--- config.mk ---
export PLATFORM = sky130hd
export DESIGN_NAME = purt_ram
export DESIGN_NICKNAME = d
export VERILOG_FILES = /design/src/sv/picture_unit_registers_and_timing_assert.svh /design/src/sv/purt_pkg.sv /design/src/sv/purt_ram.sv
export SDC_FILE = /design/constraint.sdc
export NUM_CORES = 1
export LEC_CHECK = 0
export ABC_AREA = 1
export ABC_CLOCK_PERIOD_IN_PS = 5300
export BUFFER_PORTS_ARGS = -buffer_cell sky130_fd_sc_hd__buf_2
export CAP_MARGIN = 20
export CORE_UTILIZATION = 30
export CTS_BUF_LIST = sky130_fd_sc_hd__clkbuf_4 sky130_fd_sc_hd__clkbuf_8
export DETAILED_ROUTE_END_ITERATION = 6
export MAX_ROUTING_LAYER = met4
export PLACE_DENSITY = 0.49
export SETUP_SLACK_MARGIN = 0.3
export SKIP_LAST_GASP = 1
export SYNTH_ARGS = -nofsm -noshare
export SYNTH_HDL_FRONTEND = slang
export SYNTH_SLANG_ARGS = --single-unit
--- constraint.sdc ---
create_clock -name clk -period 5.3 [get_ports clk]
set_input_delay 1.06 -clock clk [delete_from_list [all_inputs] [get_ports clk]]
set_output_delay 1.06 -clock clk [all_outputs]
set_load 0.05 [all_outputs]
--- src/sv/picture_unit_registers_and_timing_assert.svh ---
// ----------------------------------------------------------------------------
// Picture unit assertion macros
// Shared concurrent assertion forms for the picture unit RTL.
// ----------------------------------------------------------------------------
`ifndef PICTURE_UNIT_REGISTERS_AND_TIMING_ASSERT_SVH
`define PICTURE_UNIT_REGISTERS_AND_TIMING_ASSERT_SVH

// same-cycle implication
`define PURT_ASSERT_IMP(label, clk, rst_n, ante, cons, msg) \
    label: assert property (@(posedge clk) disable iff (!rst_n) (ante) |-> (cons)) \
        else $error(msg);

// next-cycle implication
`define PURT_ASSERT_NEXT(label, clk, rst_n, ante, cons, msg) \
    label: assert property (@(posedge clk) disable iff (!rst_n) (ante) |=> (cons)) \
        else $error(msg);

`endif

--- src/sv/purt_pkg.sv ---
// ----------------------------------------------------------------------------
// Picture unit package
// Payload types, action codes, address map constants and store mapping.
// ----------------------------------------------------------------------------
package purt_pkg;

    localparam int DATA_W      = 8;
    localparam int ADDR_W      = 14;
    localparam int DOT_W       = 9;
    localparam int LINE_W      = 9;
    localparam int SUM_W       = 10;
    localparam int NT_IDX_W    = 11;
    localparam int PAL_IDX_W   = 5;

    localparam int NAMETABLE_BYTES_DEF = 2048;
    localparam int PATTERN_BYTES_DEF   = 8192;
    localparam int PALETTE_BYTES       = 32;
    localparam int DOTS_PER_LINE_DEF   = 341;
    localparam int LINES_PER_FRAME_DEF = 262;
    localparam int VBLANK_LINE_DEF     = 241;

    localparam logic [ADDR_W-1:0] ADDR_PAT_LAST = 14'h1fff;
    localparam logic [ADDR_W-1:0] ADDR_NT_LAST  = 14'h3eff;
    localparam logic [ADDR_W-1:0] ADDR_STEP_ONE = 14'd1;
    localparam logic [ADDR_W-1:0] ADDR_STEP_ROW = 14'd32;

    typedef enum logic [2:0] {
        ACT_TICK   = 3'd0,
        ACT_ADDR   = 3'd1,
        ACT_CTRL   = 3'd2,
        ACT_READ   = 3'd3,
        ACT_STATUS = 3'd4,
        ACT_LOAD   = 3'd5
    } action_t;

    typedef struct packed {
        logic [2:0]        action;
        logic [DATA_W-1:0] data;
        logic [7:0]        dots;
    } in_t;

    typedef struct packed {
        logic [DATA_W-1:0] read_value;
        logic              frame_done;
    } out_t;

    typedef struct packed {
        logic       start;
        logic [7:0] dots;
        logic       nmi_en;
        logic       vblank_clr;
    } tim_ctrl_t;

    typedef struct packed {
        logic busy;
        logic fin;
        logic frame_done;
        logic vblank;
    } tim_stat_t;

    function automatic logic [NT_IDX_W-1:0] nt_index(
        input logic [ADDR_W-1:0] addr,
        input logic              vertical
    );
        logic bank;
        begin
            bank = vertical ? addr[10] : addr[11];
            return {bank, addr[9:0]};
        end
    endfunction

    function automatic logic [PAL_IDX_W-1:0] pal_index(input logic [ADDR_W-1:0] addr);
        logic [PAL_IDX_W-1:0] idx;
        begin
            idx = addr[PAL_IDX_W-1:0];
            if (idx[4] && (idx[1:0] == 2'b00))
            begin
                idx[4] = 1'b0;
            end
            return idx;
        end
    endfunction

endpackage

--- src/sv/purt_ram.sv ---
// ----------------------------------------------------------------------------
// Picture unit store
// Single-port byte memory with registered read data.
// ----------------------------------------------------------------------------
module purt_ram
    import purt_pkg::*;
#(
    parameter int DEPTH = 32,
    parameter int AW    = $clog2(DEPTH)
)
(
    input  logic              clk,
    input  logic [AW-1:0]     addr,
    input  logic              we,
    input  logic [DATA_W-1:0] wdata,
    input  logic              re,
    output logic [DATA_W-1:0] rdata
);

    logic [DATA_W-1:0] mem [DEPTH];
    logic [DATA_W-1:0] rdata_reg;

    always_ff @(posedge clk)
    begin
        if (we)
        begin
            mem[addr] <= wdata;
        end
        if (re)
        begin
            rdata_reg <= mem[addr];
        end
    end

    assign rdata = rdata_reg;

endmodule

==> results.toml <==
[timing]
whs_ns = 0.790
hold_viol_final = 0
rsz0062_at_grt = "no"
final.period_utilization_pct = 62.3
maxClockFrequency_ghz = 0.303
fin_setup_tns_ns = 0
tightest_slew_ns = 0.849
maxSlewViolCount = 0
setup_violations = 0
min_period_ns = 3.30
finClkSkew_ns = 0.0167
maxSlewHeadroom_pct = 43.4

[global_routing]
antenna_found_initial = 1
grt_pass1_wl_um = 42100
met2_usage_pct = 24.4
use_met3_pct = 2.77
grtUsageMet1_pct = 20.1
grt-busiest-layer = "met2"
grt_pass1_vias = 7128
grt.total_usage_pct = 15.5
grt_start_max_net_pins = 79
grt_overflow = 0

[floorplanning]
dieWidth_um = 194
initial_core_util_pct = 30.8
die_h_um = 194
dieArea_sq_um = 37700
core.rowCount = 69
ioPinCount = 24
core_sq_um = 35900

[worst_hold_path]
hold_path.class = "register to register"

[worst_setup_path]
path_cells = "buf_4 > inv_4 > nand3_1 > nor2_1"
cp-start-kind = "primary input"
crit_fanout = 67
crit_family = "simple AND/OR/NAND/NOR gates"
critPathBufInv = 2
worstSetupEndpointType = "register"
cpMaxStageDelayCell = "nor2_1"
ff2ff_setup_slack_ns = 3.89
path_class = "primary input to register"
cp_data_required_time_ns = 5.48
arrival_ns = 3.48
max_stage_delay_ns = 0.79

[outcome]
status = "complete, no violations"

[synthesis]
postSynthRegisterBits = 264
syn_area_sq_um = 11100
yosys-top-cells-area = "edfxtp_1, nand2_1, nor2_1, buf_2, buf_4"
synth_top_cell_by_area = "edfxtp_1"
yosysWarnings = 0
synth_top_area_share_pct = 71.6
synthDistinctLibCells = 11
syn_nets = 1079
syn_inst = 1063
syn_avg_cell_area_sq_um = 10.4
synth-seq-area-share_pct = 71.6

[place]
io_buffers = 23
place_area_sq_um = 11500
place_congestion = 0.804
dp_hpwl_um = 15900

[cts]
cts.sinks = 264
ctsHoldBuffers = 0
root_buffer = "clkbuf_8"
ctsResizeCount = 0
clkSlewWorstSetupHoldPaths_ns = 0.06
cts-htree-levels = 2
cts_tree = "built"
cts_setup_buffers = 0
clk_latency_ns = 0.55
clockBufferDepth = 3
numCtsBuffers = 45

[detailed_routing]
vias = 7082
drt_first_pass_iters = 5
antenna_left = 0
viasPerCell = 4.46
drc_errors = 0
routed_wirelength_um = 27700
routedWlPerCell_um = 17.4
drtIter0Drc = 462

[final_layout]
area_growth_pct = 11.9
diodes = 0
largest_register_ffs = 256
drive_above_1_share_pct = 9.94
design_area_sq_um = 12400
final_common_cell = "nand2_1"
layout_common_cells = "nand2_1, edfxtp_1, nor2_1, clkbuf_8, buf_2"
final_nets = 1107

[power_and_ir_drop]
power.leakage_uw = 0.00504
ir_drop_mv = 0.166
p_per_area_nw_per_um2 = 351

[job]
drv_cap = 0
-- area by class of cell --
class	instances	area, sq um
fillers	3727	23500
multi-input cells	740	2830
repair buffers	27	148
inverters	13	51.3
clock buffers	64	774
clock inverters	19	78.8
well taps	461	577
flip-flops and latches	264	7930
-- path summary, 6_finish.rpt --
check	cells past startpoint	endpoint	start
max	4	mem[28][3]	addr[0]
max reg2reg	8	rdata[3]	mem[16][3]
min	8	rdata[6]	mem[24][6]
min reg2reg	8	rdata[6]	mem[24][6]
-- logic make-up (layout without fill, tap and decap cells) --
logic type | Yosys count | after routing | share of synthesized area [%]
buffers and inverters | 59 | 123 | 2.78
flip-flops | 264 | 264 | 71.6
AND/OR/NAND/NOR | 740 | 740 | 25.6
-- report_power, final --
part           leakage (uW)  switching [uW]  total [uW]  internal (uW)
Sequential          0.00239            6.78        2340           2330
Clock              0.000452             793        1730            938
Combinational       0.00220             221         278           57.4
Total               0.00504            1020        4350           3330
-- worst reg2reg max path, delay by kind of cell, from the launching register on --
family | cells | cell delay [ns]
DFF | 1 | 0.38
and+or+nand+nor | 8 | 0.76
-- layer usage --
metal  vias to the layer above  part of all wire [%]
met5                         -                     0
met4                         0                   2.7
met3                        57                   4.6
met2                       155                    47
met1                      3366                    46
li1                       3504                     -
-- cell usage after synthesis --
cell      instances
nand2_1         680
edfxtp_1        264
nor2_1           48
buf_2            24
buf_4            13
inv_2             9
clkbuf_1          8
nor3_2            8
inv_1             4
nand3_1           4
buf_6             1
-- stage by stage --
step / total power, uW / std cells / worst slack (ns) / utilization [%]
final: 4350 / 1588 / 2.00 / 34.5
after global routing: 4530 / 1588 / 1.76 / 34.5
after CTS: 4410 / 1588 / 1.93 / 34.5
after detailed placement: 2670 / 1505 / 1.37 / 32.1
after global placement: 2670 / 1505 / 1.37 / 32.1
after floorplan: 2550 / 1063 / 2.78 / -
Note: power is estimated with default switching activity, not from simulation.
