**src/sv/picture_unit_registers_and_timing_assert.svh**
```systemverilog
// ----------------------------------------------------------------------------
// Picture unit assertion macros
// Shared concurrent assertion forms for the picture unit RTL.
// ----------------------------------------------------------------------------
`ifndef PICTURE_UNIT_REGISTERS_AND_TIMING_ASSERT_SVH
`define PICTURE_UNIT_REGISTERS_AND_TIMING_ASSERT_SVH

// same-cycle implication
`define PURT_ASSERT_IMP(label, clk, rst_n, ante, cons, msg) \
    label: assert property (@(posedge clk) disable iff (!rst_n) (ante) |-> (cons)) \
        else $error(msg);

// next-cycle implication
`define PURT_ASSERT_NEXT(label, clk, rst_n, ante, cons, msg) \
    label: assert property (@(posedge clk) disable iff (!rst_n) (ante) |=> (cons)) \
        else $error(msg);

`endif

```
**src/sv/purt_pkg.sv**
```systemverilog
// ----------------------------------------------------------------------------
// Picture unit package
// Payload types, action codes, address map constants and store mapping.
// ----------------------------------------------------------------------------
package purt_pkg;

    localparam int DATA_W      = 8;
    localparam int ADDR_W      = 14;
    localparam int DOT_W       = 9;
    localparam int LINE_W      = 9;
    localparam int SUM_W       = 10;
    localparam int NT_IDX_W    = 11;
    localparam int PAL_IDX_W   = 5;

    localparam int NAMETABLE_BYTES_DEF = 2048;
    localparam int PATTERN_BYTES_DEF   = 8192;
    localparam int PALETTE_BYTES       = 32;
    localparam int DOTS_PER_LINE_DEF   = 341;
    localparam int LINES_PER_FRAME_DEF = 262;
    localparam int VBLANK_LINE_DEF     = 241;

    localparam logic [ADDR_W-1:0] ADDR_PAT_LAST = 14'h1fff;
    localparam logic [ADDR_W-1:0] ADDR_NT_LAST  = 14'h3eff;
    localparam logic [ADDR_W-1:0] ADDR_STEP_ONE = 14'd1;
    localparam logic [ADDR_W-1:0] ADDR_STEP_ROW = 14'd32;

    typedef enum logic [2:0] {
        ACT_TICK   = 3'd0,
        ACT_ADDR   = 3'd1,
        ACT_CTRL   = 3'd2,
        ACT_READ   = 3'd3,
        ACT_STATUS = 3'd4,
        ACT_LOAD   = 3'd5
    } action_t;

    typedef struct packed {
        logic [2:0]        action;
        logic [DATA_W-1:0] data;
        logic [7:0]        dots;
    } in_t;

    typedef struct packed {
        logic [DATA_W-1:0] read_value;
        logic              frame_done;
    } out_t;

    typedef struct packed {
        logic       start;
        logic [7:0] dots;
        logic       nmi_en;
        logic       vblank_clr;
    } tim_ctrl_t;

    typedef struct packed {
        logic busy;
        logic fin;
        logic frame_done;
        logic vblank;
    } tim_stat_t;

    function automatic logic [NT_IDX_W-1:0] nt_index(
        input logic [ADDR_W-1:0] addr,
        input logic              vertical
    );
        logic bank;
        begin
            bank = vertical ? addr[10] : addr[11];
            return {bank, addr[9:0]};
        end
    endfunction

    function automatic logic [PAL_IDX_W-1:0] pal_index(input logic [ADDR_W-1:0] addr);
        logic [PAL_IDX_W-1:0] idx;
        begin
            idx = addr[PAL_IDX_W-1:0];
            if (idx[4] && (idx[1:0] == 2'b00))
            begin
                idx[4] = 1'b0;
            end
            return idx;
        end
    endfunction

endpackage

```
**src/sv/purt_timing.sv**
```systemverilog
// ----------------------------------------------------------------------------
// Picture unit frame timing
// Dot and scanline counters; a tick retires one scanline per cycle.
// ----------------------------------------------------------------------------
module purt_timing
    import purt_pkg::*;
#(
    parameter int DOTS_PER_LINE   = DOTS_PER_LINE_DEF,
    parameter int LINES_PER_FRAME = LINES_PER_FRAME_DEF,
    parameter int VBLANK_LINE     = VBLANK_LINE_DEF
)
(
    input  logic      clk,
    input  logic      rst_n,
    input  tim_ctrl_t ctrl,
    output tim_stat_t stat
);

    localparam logic [SUM_W-1:0]  DPL = SUM_W'(DOTS_PER_LINE);
    localparam logic [LINE_W-1:0] LPF = LINE_W'(LINES_PER_FRAME);
    localparam logic [LINE_W-1:0] VBL = LINE_W'(VBLANK_LINE);

    logic [DOT_W-1:0]  dot_reg;
    logic [LINE_W-1:0] line_reg;
    logic [SUM_W-1:0]  sum_reg;
    logic              busy_reg;
    logic              done_reg;
    logic              vblank_reg;
    logic [LINE_W-1:0] line_next;
    logic              step;

    assign step      = busy_reg && (sum_reg >= DPL);
    assign line_next = line_reg + LINE_W'(1);

    always_ff @(posedge clk or negedge rst_n)
    begin
        if (!rst_n)
        begin
            dot_reg    <= '0;
            line_reg   <= '0;
            sum_reg    <= '0;
            busy_reg   <= 1'b0;
            done_reg   <= 1'b0;
            vblank_reg <= 1'b0;
        end
        else
        begin
            if (ctrl.vblank_clr)
            begin
                vblank_reg <= 1'b0;
            end
            if (ctrl.start)
            begin
                sum_reg  <= SUM_W'(dot_reg) + SUM_W'(ctrl.dots);
                busy_reg <= 1'b1;
                done_reg <= 1'b0;
            end
            else if (step)
            begin
                sum_reg <= sum_reg - DPL;
                if (line_next >= LPF)
                begin
                    line_reg   <= '0;
                    vblank_reg <= 1'b0;
                    done_reg   <= 1'b1;
                end
                else
                begin
                    line_reg <= line_next;
                    if ((line_next == VBL) && ctrl.nmi_en)
                    begin
                        vblank_reg <= 1'b1;
                    end
                end
            end
            else if (busy_reg)
            begin
                dot_reg  <= sum_reg[DOT_W-1:0];
                busy_reg <= 1'b0;
            end
        end
    end

    assign stat.busy       = busy_reg;
    assign stat.fin        = busy_reg && !step;
    assign stat.frame_done = done_reg;
    assign stat.vblank     = vblank_reg;

endmodule

```
**config.mk**
```make
export PLATFORM = sky130hd
export DESIGN_NAME = purt_timing
export DESIGN_NICKNAME = d
export VERILOG_FILES = /design/src/sv/picture_unit_registers_and_timing_assert.svh /design/src/sv/purt_pkg.sv /design/src/sv/purt_timing.sv
export SDC_FILE = /design/constraint.sdc
export NUM_CORES = 1
export LEC_CHECK = 0
export BUFFER_PORTS_ARGS = -buffer_cell sky130_fd_sc_hd__buf_2
export CAP_MARGIN = 20
export CELL_PAD_IN_SITES_DETAIL_PLACEMENT = 1
export CELL_PAD_IN_SITES_GLOBAL_PLACEMENT = 1
export CORE_AREA = 5 5 64 90
export CTS_CLUSTER_SIZE = 8
export DETAILED_ROUTE_END_ITERATION = 8
export DIE_AREA = 0 0 69 95
export PLACE_DENSITY_LB_ADDON = 0.1
export SYNTH_ARGS = -nofsm -noshare
export SYNTH_HDL_FRONTEND = slang
export SYNTH_SLANG_ARGS = --single-unit
export TNS_END_PERCENT = 1
```
**constraint.sdc**
```tcl
create_clock -name clk -period 2.5 [get_ports clk]
set_input_delay 0.375 -clock clk [delete_from_list [all_inputs] [get_ports clk]]
set_output_delay 0.375 -clock clk [all_outputs]
set_load 0.02 [all_outputs]
```
==> flow_summary.toml, run 1 <==
[logic_synthesis]
yosysUniqueCellTypes = 51
ys_seq_area_share_pct = 35.9
netlist_area_sq_um = 2160
synth_cells = 232
ys.warnings.count = 0
synth_enable_flop_cells = 0
yosys_most_used_dff = "dfrtp_1"
syn_nets = 259
ys_ff_latch = 31
ys_async_sr_fraction_pct = 100
syn_area_per_cell_sq_um = 9.31

[detailed_routing]
ant_nets = 0
wl_per_cell_um = 15.7
vias = 1718
drtIter0Drc = 54
viasPerCell = 5.49
first_pass_iters = 4
drc = 0
totalWireLength_um = 4910

[sta]
period_minus_slack_ns = 2.32
setup_viol = 0
timing.final.hold_violations = 0
slew_headroom_pct = 51.4
fmax_mhz = 431
rsz0062_at_grt = "false"
fin_worst_skew_ns = 0.00525
tns_ns = 0
period_share_pct = 92.9
worstMarginPinSlew_ns = 0.729
slew_viol_final = 0

[power_and_ir_drop]
p_leak_nw = 1.04
power_mw = 2.92
p_per_area_nw_per_um2 = 1230
ir_drop_mv = 0.509

[hold_path]
hp-class = "in2async"

[global_routing]
grt_max_degree = 32
antenna_found_initial = 0
gr-total-overflow = 0
grt_pass1_wl_um = 8700
grt_pass1_vias = 1916
grt_usage_pct = 16.7

[clock_network]
cts_htree_levels = 2
cts_tree = "built"
cts-buffers-inserted = 5
hold_buffers = 0
clkLatencyLatePin_ns = 0.28
cts_setup_buffers = 0
cts_sinks = 31
cts_buffer_depth = 2
cts_resized = 0
clk_pin_slew_ns = 0.07
cts_root_buffer = "clkbuf_8"

[finish]
stdcell_count = 313
area_growth_pct = 10.2
largest_register_ffs = 10
final_nets = 273
final_design_area_no_fill_sq_um = 2380
multi_input_area_sq_um = 1280
layout-drive-gt1-share_pct = 19.4
seq_area_sq_um = 776
n_antenna_cell = 0
fill_cells = 632

[status]
status = "completed"

[critical_path]
crit_path_end_kind = "output pin"
worstPathMaxFanout = 5
crit_arrival_ns = 1.95
required_ns = 2.12
startpoint_type = "register"
path_class = "reg2out"

[floorplan]
fp.dieH_um = 95
rows = 31
initial_core_util_pct = 43.5
fp.dieW_um = 69
pin_count = 17
core_sq_um = 4960
die_area_sq_um = 6560

[placement]
numPortBuffers = 16
hpwlAfterDp_um = 3800
gp_congestion = 0.763
dp_cells = 305
dpl_cell_area_sq_um = 2280

[flow_run]
maxCapViolations = 0
-- Yosys cell counts (2+ instances only) --
library cell / instances / area share (%)
and2_1: 2 / 0.58
nor3_1: 5 / 1.2
o21ai_0: 13 / 3.0
nor2_1: 11 / 1.9
or2_2: 2 / 0.58
mux2i_1: 4 / 1.9
and2_4: 2 / 0.81
o21ai_2: 2 / 0.81
ha_1: 13 / 7.5
mux2_2: 6 / 3.1
buf_4: 3 / 1.0
nand2_1: 20 / 3.5
a21oi_1: 9 / 2.1
o22ai_1: 4 / 1.2
nand4_1: 4 / 1.2
o41ai_1: 2 / 0.81
xnor2_1: 11 / 4.5
o31ai_1: 3 / 1.0
a21o_1: 3 / 1.0
nor2b_1: 7 / 2.0
a211oi_1: 2 / 0.70
mux2_1: 3 / 1.6
o21a_1: 7 / 2.4
clkbuf_1: 3 / 0.52
nand3_1: 6 / 1.4
dfrtp_1: 31 / 36
xor2_1: 10 / 4.1
buf_2: 5 / 1.2
o21ai_1: 10 / 2.3
inv_1: 8 / 1.4
-- through the flow --
stage / utilization (%) / setup slack, ns / hold WS, ns
final: 47.9 / 0.178 / 0.151
after CTS: 47.9 / 0.110 / 0.175
after global placement: 45.9 / 0.377 / 0.463
after floorplan: - / 0.641 / 0.0794
after global routing: 47.9 / 0.00834 / 0.200
after detailed placement: 45.9 / 0.344 / 0.463
-- layout make-up --
class                           count  share of cell area, %
Clock buffer                        8                   4.21
Timing Repair Buffer               20                   4.63
Inverter                            8                   1.26
Sequential cell                    31                   32.6
Tap cell                           66                   3.47
Multi-Input combinational cell    180                   53.8
-- cells in the final DEF, fill, tap and decap left out, types with 8 or more instances in the layout --
| cell type | Yosys | final |
|---|---|---|
| xor2_1 | 10 | 10 |
| nor2_1 | 11 | 11 |
| dfrtp_1 | 31 | 31 |
| xnor2_1 | 11 | 11 |
| ha_1 | 13 | 13 |
| inv_1 | 8 | 8 |
| nand2_1 | 20 | 20 |
| o21ai_0 | 13 | 13 |
| o21ai_1 | 10 | 10 |
| buf_2 | 5 | 16 |
| a21oi_1 | 9 | 9 |
-- worst max-delay path: stages, from the launching register on --
cell,delay [ns]
dfrtp_1,0.43
inv_1,0.08
ha_1,0.19
nor2b_2,0.17
o21ai_2,0.09
a21o_1,0.19
a21oi_1,0.20
and2_1,0.17
buf_2,0.16
-- layer usage --
metal | share of wire, % | track usage (%) | wire (um) | vias up
met5 | 0 | 0 | 0 | -
met4 | 1.6 | 5.86 | 78 | 0
met3 | 2.6 | 3.19 | 130 | 6
met2 | 57 | 33.9 | 2790 | 19
met1 | 39 | 16.5 | 1910 | 848
li1 | - | - | - | 845
-- final timing paths --
| kind | cells past startpoint | from | end | slack, ns |
|---|---|---|---|---|
| max in group asynchronous | 1 | rst_n | dot_reg[0]$_DFFE_PN0P_ | 1.89 |
| hold reg to reg | 1 | done_reg$_DFFE_PN0P_ | done_reg$_DFFE_PN0P_ | 0.47 |
| setup / recovery | 8 | sum_reg[0]$_DFFE_PN0P_ | stat[2] | 0.18 |
| hold / removal | 1 | rst_n | sum_reg[4]$_DFFE_PN0P_ | 0.15 |
| setup reg to reg | 7 | line_reg[0]$_DFFE_PN0P_ | line_reg[4]$_DFFE_PN0P_ | 0.40 |
| min in group clk | 4 | ctrl[2] | sum_reg[0]$_DFFE_PN0P_ | 0.43 |
-- kinds of logic after synthesis --
family / share of synthesized area [%]
and+or+nand+nor: 16.2
xor gates and xnor gates: 8.52
buffers and inverters: 4.87
adders and majority gates: 8.46
muxes: 6.55
DFF: 35.9
AOI/OAI and AO/OA: 19.5
-- power by group --
part           internal, mW  leakage (nW)  total, mW  switching [mW]
logic                 0.723         0.599       1.51           0.788
registers             0.703         0.389      0.966           0.263
clock network         0.251        0.0515      0.441           0.190
(Power assumes the default switching activity.)
==> inputs of run 2 (changes only) <==
--- a/config.mk
+++ b/config.mk
@@ -7,7 +7,7 @@
 export LEC_CHECK = 0
 export BUFFER_PORTS_ARGS = -buffer_cell sky130_fd_sc_hd__buf_2
 export CAP_MARGIN = 20
-export CELL_PAD_IN_SITES_DETAIL_PLACEMENT = 1
+export CELL_PAD_IN_SITES_DETAIL_PLACEMENT = 0
 export CELL_PAD_IN_SITES_GLOBAL_PLACEMENT = 1
 export CORE_AREA = 5 5 64 90
 export CTS_CLUSTER_SIZE = 8
==> flow_summary.toml, run 2 (synthesized netlist as in run 1, its figures left out) <==
[status]
status = "completed"

[placement]
dpl_cell_area_sq_um = 2280
gp_congestion = 0.763
hpwlAfterDp_um = 3480
numPortBuffers = 16

[power_and_ir_drop]
power_frac_seq_pct = 34.1
intPower_mw = 1.62
clkPwrFrac_pct = 13.3
ir_drop_mv = 0.589
power_switching_mw = 1.20
comb_power_share_pct = 52.6
p_per_area_nw_per_um2 = 1190
switching_share_pct = 42.6
p_leak_nw = 1.03

[clock_network]
cts_root_buffer = "clkbuf_8"
cts_resized = 0
cts_htree_levels = 2
hold_buffers = 0
cts_sinks = 31
cts_buffer_depth = 2
cts_tree = "built"
clkLatencyLatePin_ns = 0.28
clk_pin_slew_ns = 0.06
cts_setup_buffers = 0
cts-buffers-inserted = 5

[finish]
n_antenna_cell = 0
layout-drive-gt1-share_pct = 18.6
largest_register_ffs = 10
fill_cells = 533
final_nets = 273
final_design_area_no_fill_sq_um = 2360
utilization_pct = 47.5
area_growth_pct = 9.21
layout_common_cells = "dfrtp_1, nand2_1, buf_2, o21ai_0, ha_1"
mostFrequentLayoutCell = "dfrtp_1"

[floorplan]
initial_core_util_pct = 43.5
die_area_sq_um = 6560
fp.dieW_um = 69
rows = 31
core_sq_um = 4960
fp.dieH_um = 95
pin_count = 17

[critical_path]
reg2reg_setup_slack_ns = 0.42
worstPathMaxFanout = 5
crit_path_end_kind = "output pin"
rr_worst_depth = 7
rr_endpoint = "line_reg[4]$_DFFE_PN0P_"
startpoint_type = "register"
critPathLaunch = "sum_reg[0]$_DFFE_PN0P_"
path_class = "reg2out"
endpoint = "stat[2]"
cpPeakStageDelay_ns = 0.43
crit_arrival_ns = 1.94
slowest_stage = "dfrtp_1"
required_ns = 2.12
r2r-start = "line_reg[0]$_DFFE_PN0P_"
path_cells = "inv_1 -> ha_1 -> nor2b_1 -> o21ai_2 -> a21o_1 -> a21oi_1 -> and2_1 -> buf_2"

[sta]
slew_headroom_pct = 52.6
fin_worst_skew_ns = 0.00355
tns_ns = 0
slew_viol_final = 0
worstMarginPinSlew_ns = 0.710
period_share_pct = 92.5
rsz0062_at_grt = "false"
timing.final.hold_violations = 0
period_minus_slack_ns = 2.31
fmax_mhz = 433
setup_viol = 0

[hold_path]
hp-class = "in2async"

[global_routing]
grt_busiest_layer = "met2"
gr-total-overflow = 0
grt_use_met3_pct = 2.98
grt_pass1_wl_um = 7960
grt_max_degree = 32
grt_pass1_vias = 1719
use_met2_pct = 29.9
grt_usage_pct = 15.3
gr-usage-met1_pct = 16.5
antenna_found_initial = 0

[detailed_routing]
wl_per_cell_um = 14.6
drtIter0Drc = 71
drc = 0
ant_nets = 0
first_pass_iters = 4
vias = 1638
totalWireLength_um = 4570
viasPerCell = 5.23

[flow_run]
maxCapViolations = 0
run 2: critical path: cells and delay by family (launching register included):
kind | cells | cell delay, ns
DFF | 1 | 0.43
adders and majority gates | 1 | 0.19
AOI/OAI and AO/OA | 3 | 0.47
buffers and inverters | 2 | 0.24
and+or+nand+nor | 2 | 0.33
run 2: worst min-delay path by stage:
stage,endpoint,slack (ns)
finish,dot_reg[8]$_DFFE_PN0P_,0.15
global route,dot_reg[8]$_DFFE_PN0P_,0.21
CTS,dot_reg[8]$_DFFE_PN0P_,0.17
detailed placement,done_reg$_DFFE_PN0P_,0.46
global placement,done_reg$_DFFE_PN0P_,0.46
floorplan,busy_reg$_DFFE_PN0N_,0.08
run 2: per-stage QoR:
step / std cells / hold slack, ns / total power [mW] / setup WS [ns]
after floorplan: 232 / 0.0794 / 2.14 / 0.641
after global placement: 305 / 0.463 / 2.47 / 0.377
after detailed placement: 305 / 0.464 / 2.46 / 0.364
after CTS: 313 / 0.165 / 2.87 / 0.144
after global routing: 313 / 0.209 / 3.12 / 0.0243
final: 313 / 0.145 / 2.82 / 0.188
run 2: area by class of cell:
type / instances / area, sq um / share of cell area (%)
Multi-Input combinational cell: 180 / 1280 / 54.2
Clock inverter: 1 / 5.00 / 0.212
Inverter: 8 / 30.0 / 1.27
Timing Repair Buffer: 20 / 110 / 4.67
Sequential cell: 31 / 776 / 32.9
Clock buffer: 7 / 76.3 / 3.24
Tap cell: 66 / 82.6 / 3.50
run 2: per-layer routing:
metal,vias to the layer above,part of all wire (%),routed length (um)
li1,844,-,-
met1,770,41,1860
met2,20,56,2540
met3,4,2.5,115
met4,0,1.2,55
met5,-,0,0
run 2: power groups by stage:
stage	registers, mW	clock network (mW)	logic (mW)
global placement	0.969	0	1.50
floorplan	0.854	0	1.29
global route	0.998	0.420	1.70
CTS	0.961	0.399	1.51
detailed placement	0.968	0	1.50
finish	0.960	0.375	1.48
==> inputs of run 3 (changes only) <==
--- a/config.mk
+++ b/config.mk
@@ -5,14 +5,14 @@
 export SDC_FILE = /design/constraint.sdc
 export NUM_CORES = 1
 export LEC_CHECK = 0
-export BUFFER_PORTS_ARGS = -buffer_cell sky130_fd_sc_hd__buf_2
 export CAP_MARGIN = 20
 export CELL_PAD_IN_SITES_DETAIL_PLACEMENT = 0
 export CELL_PAD_IN_SITES_GLOBAL_PLACEMENT = 1
-export CORE_AREA = 5 5 64 90
+export CORE_AREA = 5 5 63 87
 export CTS_CLUSTER_SIZE = 8
 export DETAILED_ROUTE_END_ITERATION = 8
-export DIE_AREA = 0 0 69 95
+export DIE_AREA = 0 0 68 92
+export DONT_BUFFER_PORTS = 1
 export PLACE_DENSITY_LB_ADDON = 0.1
 export SYNTH_ARGS = -nofsm -noshare
 export SYNTH_HDL_FRONTEND = slang
==> flow_summary.toml, run 3 (synthesized netlist as in run 1, its figures left out) <==
[critical_path]
cpPeakStageDelay_ns = 0.43
path_cells = "inv_1 -> ha_1 -> nor2b_1 -> o21ai_2 -> a21o_1 -> a21oi_1 -> and2_1"
critPathLaunch = "sum_reg[0]$_DFFE_PN0P_"
startpoint_type = "register"
crit_arrival_ns = 1.90
crit_path_end_kind = "output pin"
required_ns = 2.12
r2r-start = "dot_reg[1]$_DFFE_PN0P_"
worstPathMaxFanout = 5
slowest_stage = "dfrtp_1"
reg2reg_setup_slack_ns = 0.42
path_class = "reg2out"

[finish]
area_growth_pct = 6.84
largest_register_ffs = 10
stdcell_count = 293
layout_common_cells = "dfrtp_1, nand2_1, o21ai_0, ha_1"
final_design_area_no_fill_sq_um = 2310
n_antenna_cell = 0
mostFrequentLayoutCell = "dfrtp_1"
final_nets = 257
layout-drive-gt1-share_pct = 13.0

[clock_network]
cts_resized = 0
cts_htree_levels = 2
clkLatencyLatePin_ns = 0.28
cts_buffer_depth = 2
cts_setup_buffers = 0
cts-buffers-inserted = 5
clk_pin_slew_ns = 0.06
cts_sinks = 31
cts_root_buffer = "clkbuf_8"
cts_tree = "built"

[floorplan]
initial_core_util_pct = 47.6
fp.dieH_um = 92
core_sq_um = 4540
die_area_sq_um = 6260
rows = 29
pin_count = 17
fp.dieW_um = 68

[sta]
setup_viol = 0
fin_worst_skew_ns = 0.00328
fmax_mhz = 439
slew_viol_final = 0
period_minus_slack_ns = 2.28
rsz0062_at_grt = "false"
whs_ns = 0.187
slew_headroom_pct = 73.9
worstMarginPinSlew_ns = 0.392
period_share_pct = 91.1
worst_slack_ns = 0.223
timing.final.hold_violations = 0
tns_ns = 0

[global_routing]
grt_pass1_wl_um = 7910
grt_max_degree = 32
grt_pass1_vias = 1707
grt_usage_pct = 16.5
gr-total-overflow = 0
antenna_found_initial = 0

[placement]
numPortBuffers = 0
hpwlAfterDp_um = 3490
dpl_cell_area_sq_um = 2180
dp_slack_ns = 0.401
gp_congestion = 0.809
dp_cells = 283

[power_and_ir_drop]
ir_drop_mv = 0.543
p_leak_nw = 0.977
p_per_area_nw_per_um2 = 1240

[detailed_routing]
drc = 0
totalWireLength_um = 4510
ant_nets = 0
vias = 1652
viasPerCell = 5.64
drtIter0Drc = 57
first_pass_iters = 4
wl_per_cell_um = 15.4

[hold_path]
worstHoldStart = "ctrl[10]"
hp-class = "in2reg"

[status]
status = "completed"

[flow_run]
maxCapViolations = 0
run 3: worst paths after layout:
check | endpoint | cells after the start
max reg2reg | sum_reg[7]$_DFFE_PN0P_ | 7
min | sum_reg[6]$_DFFE_PN0P_ | 1
max in group asynchronous | line_reg[8]$_DFFE_PN0P_ | 2
max | stat[2] | 7
min in group asynchronous | line_reg[6]$_DFFE_PN0P_ | 2
min reg2reg | dot_reg[6]$_DFFE_PN0P_ | 1
run 3: cell type report:
class / instances / area, sq um
multi-input combinational: 180 / 1280
clock buffer: 8 / 100
fill: 441 / 2230
timing repair buffer: 4 / 45.0
inverter: 8 / 30.0
sequential: 31 / 776
tap: 62 / 77.6
run 3: per-layer routing:
metal,vias to the layer above,global-route usage [%],routed length [um]
met5,-,0,0
met4,0,5.97,76
met3,4,3.42,120
met2,17,29.1,2490
met1,817,18.9,1830
li1,814,-,-
run 3: stage by stage:
stage / util, % / total power, mW
floorplan: - / 2.14
global placement: 48.0 / 2.38
detailed placement: 48.0 / 2.42
CTS: 50.9 / 2.89
global route: 50.9 / 3.13
finish: 50.9 / 2.85
run 3: what timing repair did:
| item | 4_1_cts | 5_1_grt |
|---|---|---|
| hold buffers | 2 | 0 |
| endpoints found under the hold margin | 31 | 0 |
| endpoints found under the setup margin | 0 | 0 |
run 3: worst max-delay path: cells and delay by family (launching register included):
family / cells / cell delay, ns
DFF: 1 / 0.43
adders and majority gates: 1 / 0.18
buffers and inverters: 1 / 0.08
and+or+nand+nor: 2 / 0.47
AOI/OAI and AO/OA: 3 / 0.47
run 3: power breakdown:
group / total (mW) / internal (mW) / switching [mW] / leakage [nW]
combinational: 1.45 / 0.694 / 0.755 / 0.537
sequential: 0.977 / 0.704 / 0.273 / 0.389
clock: 0.429 / 0.251 / 0.178 / 0.0515
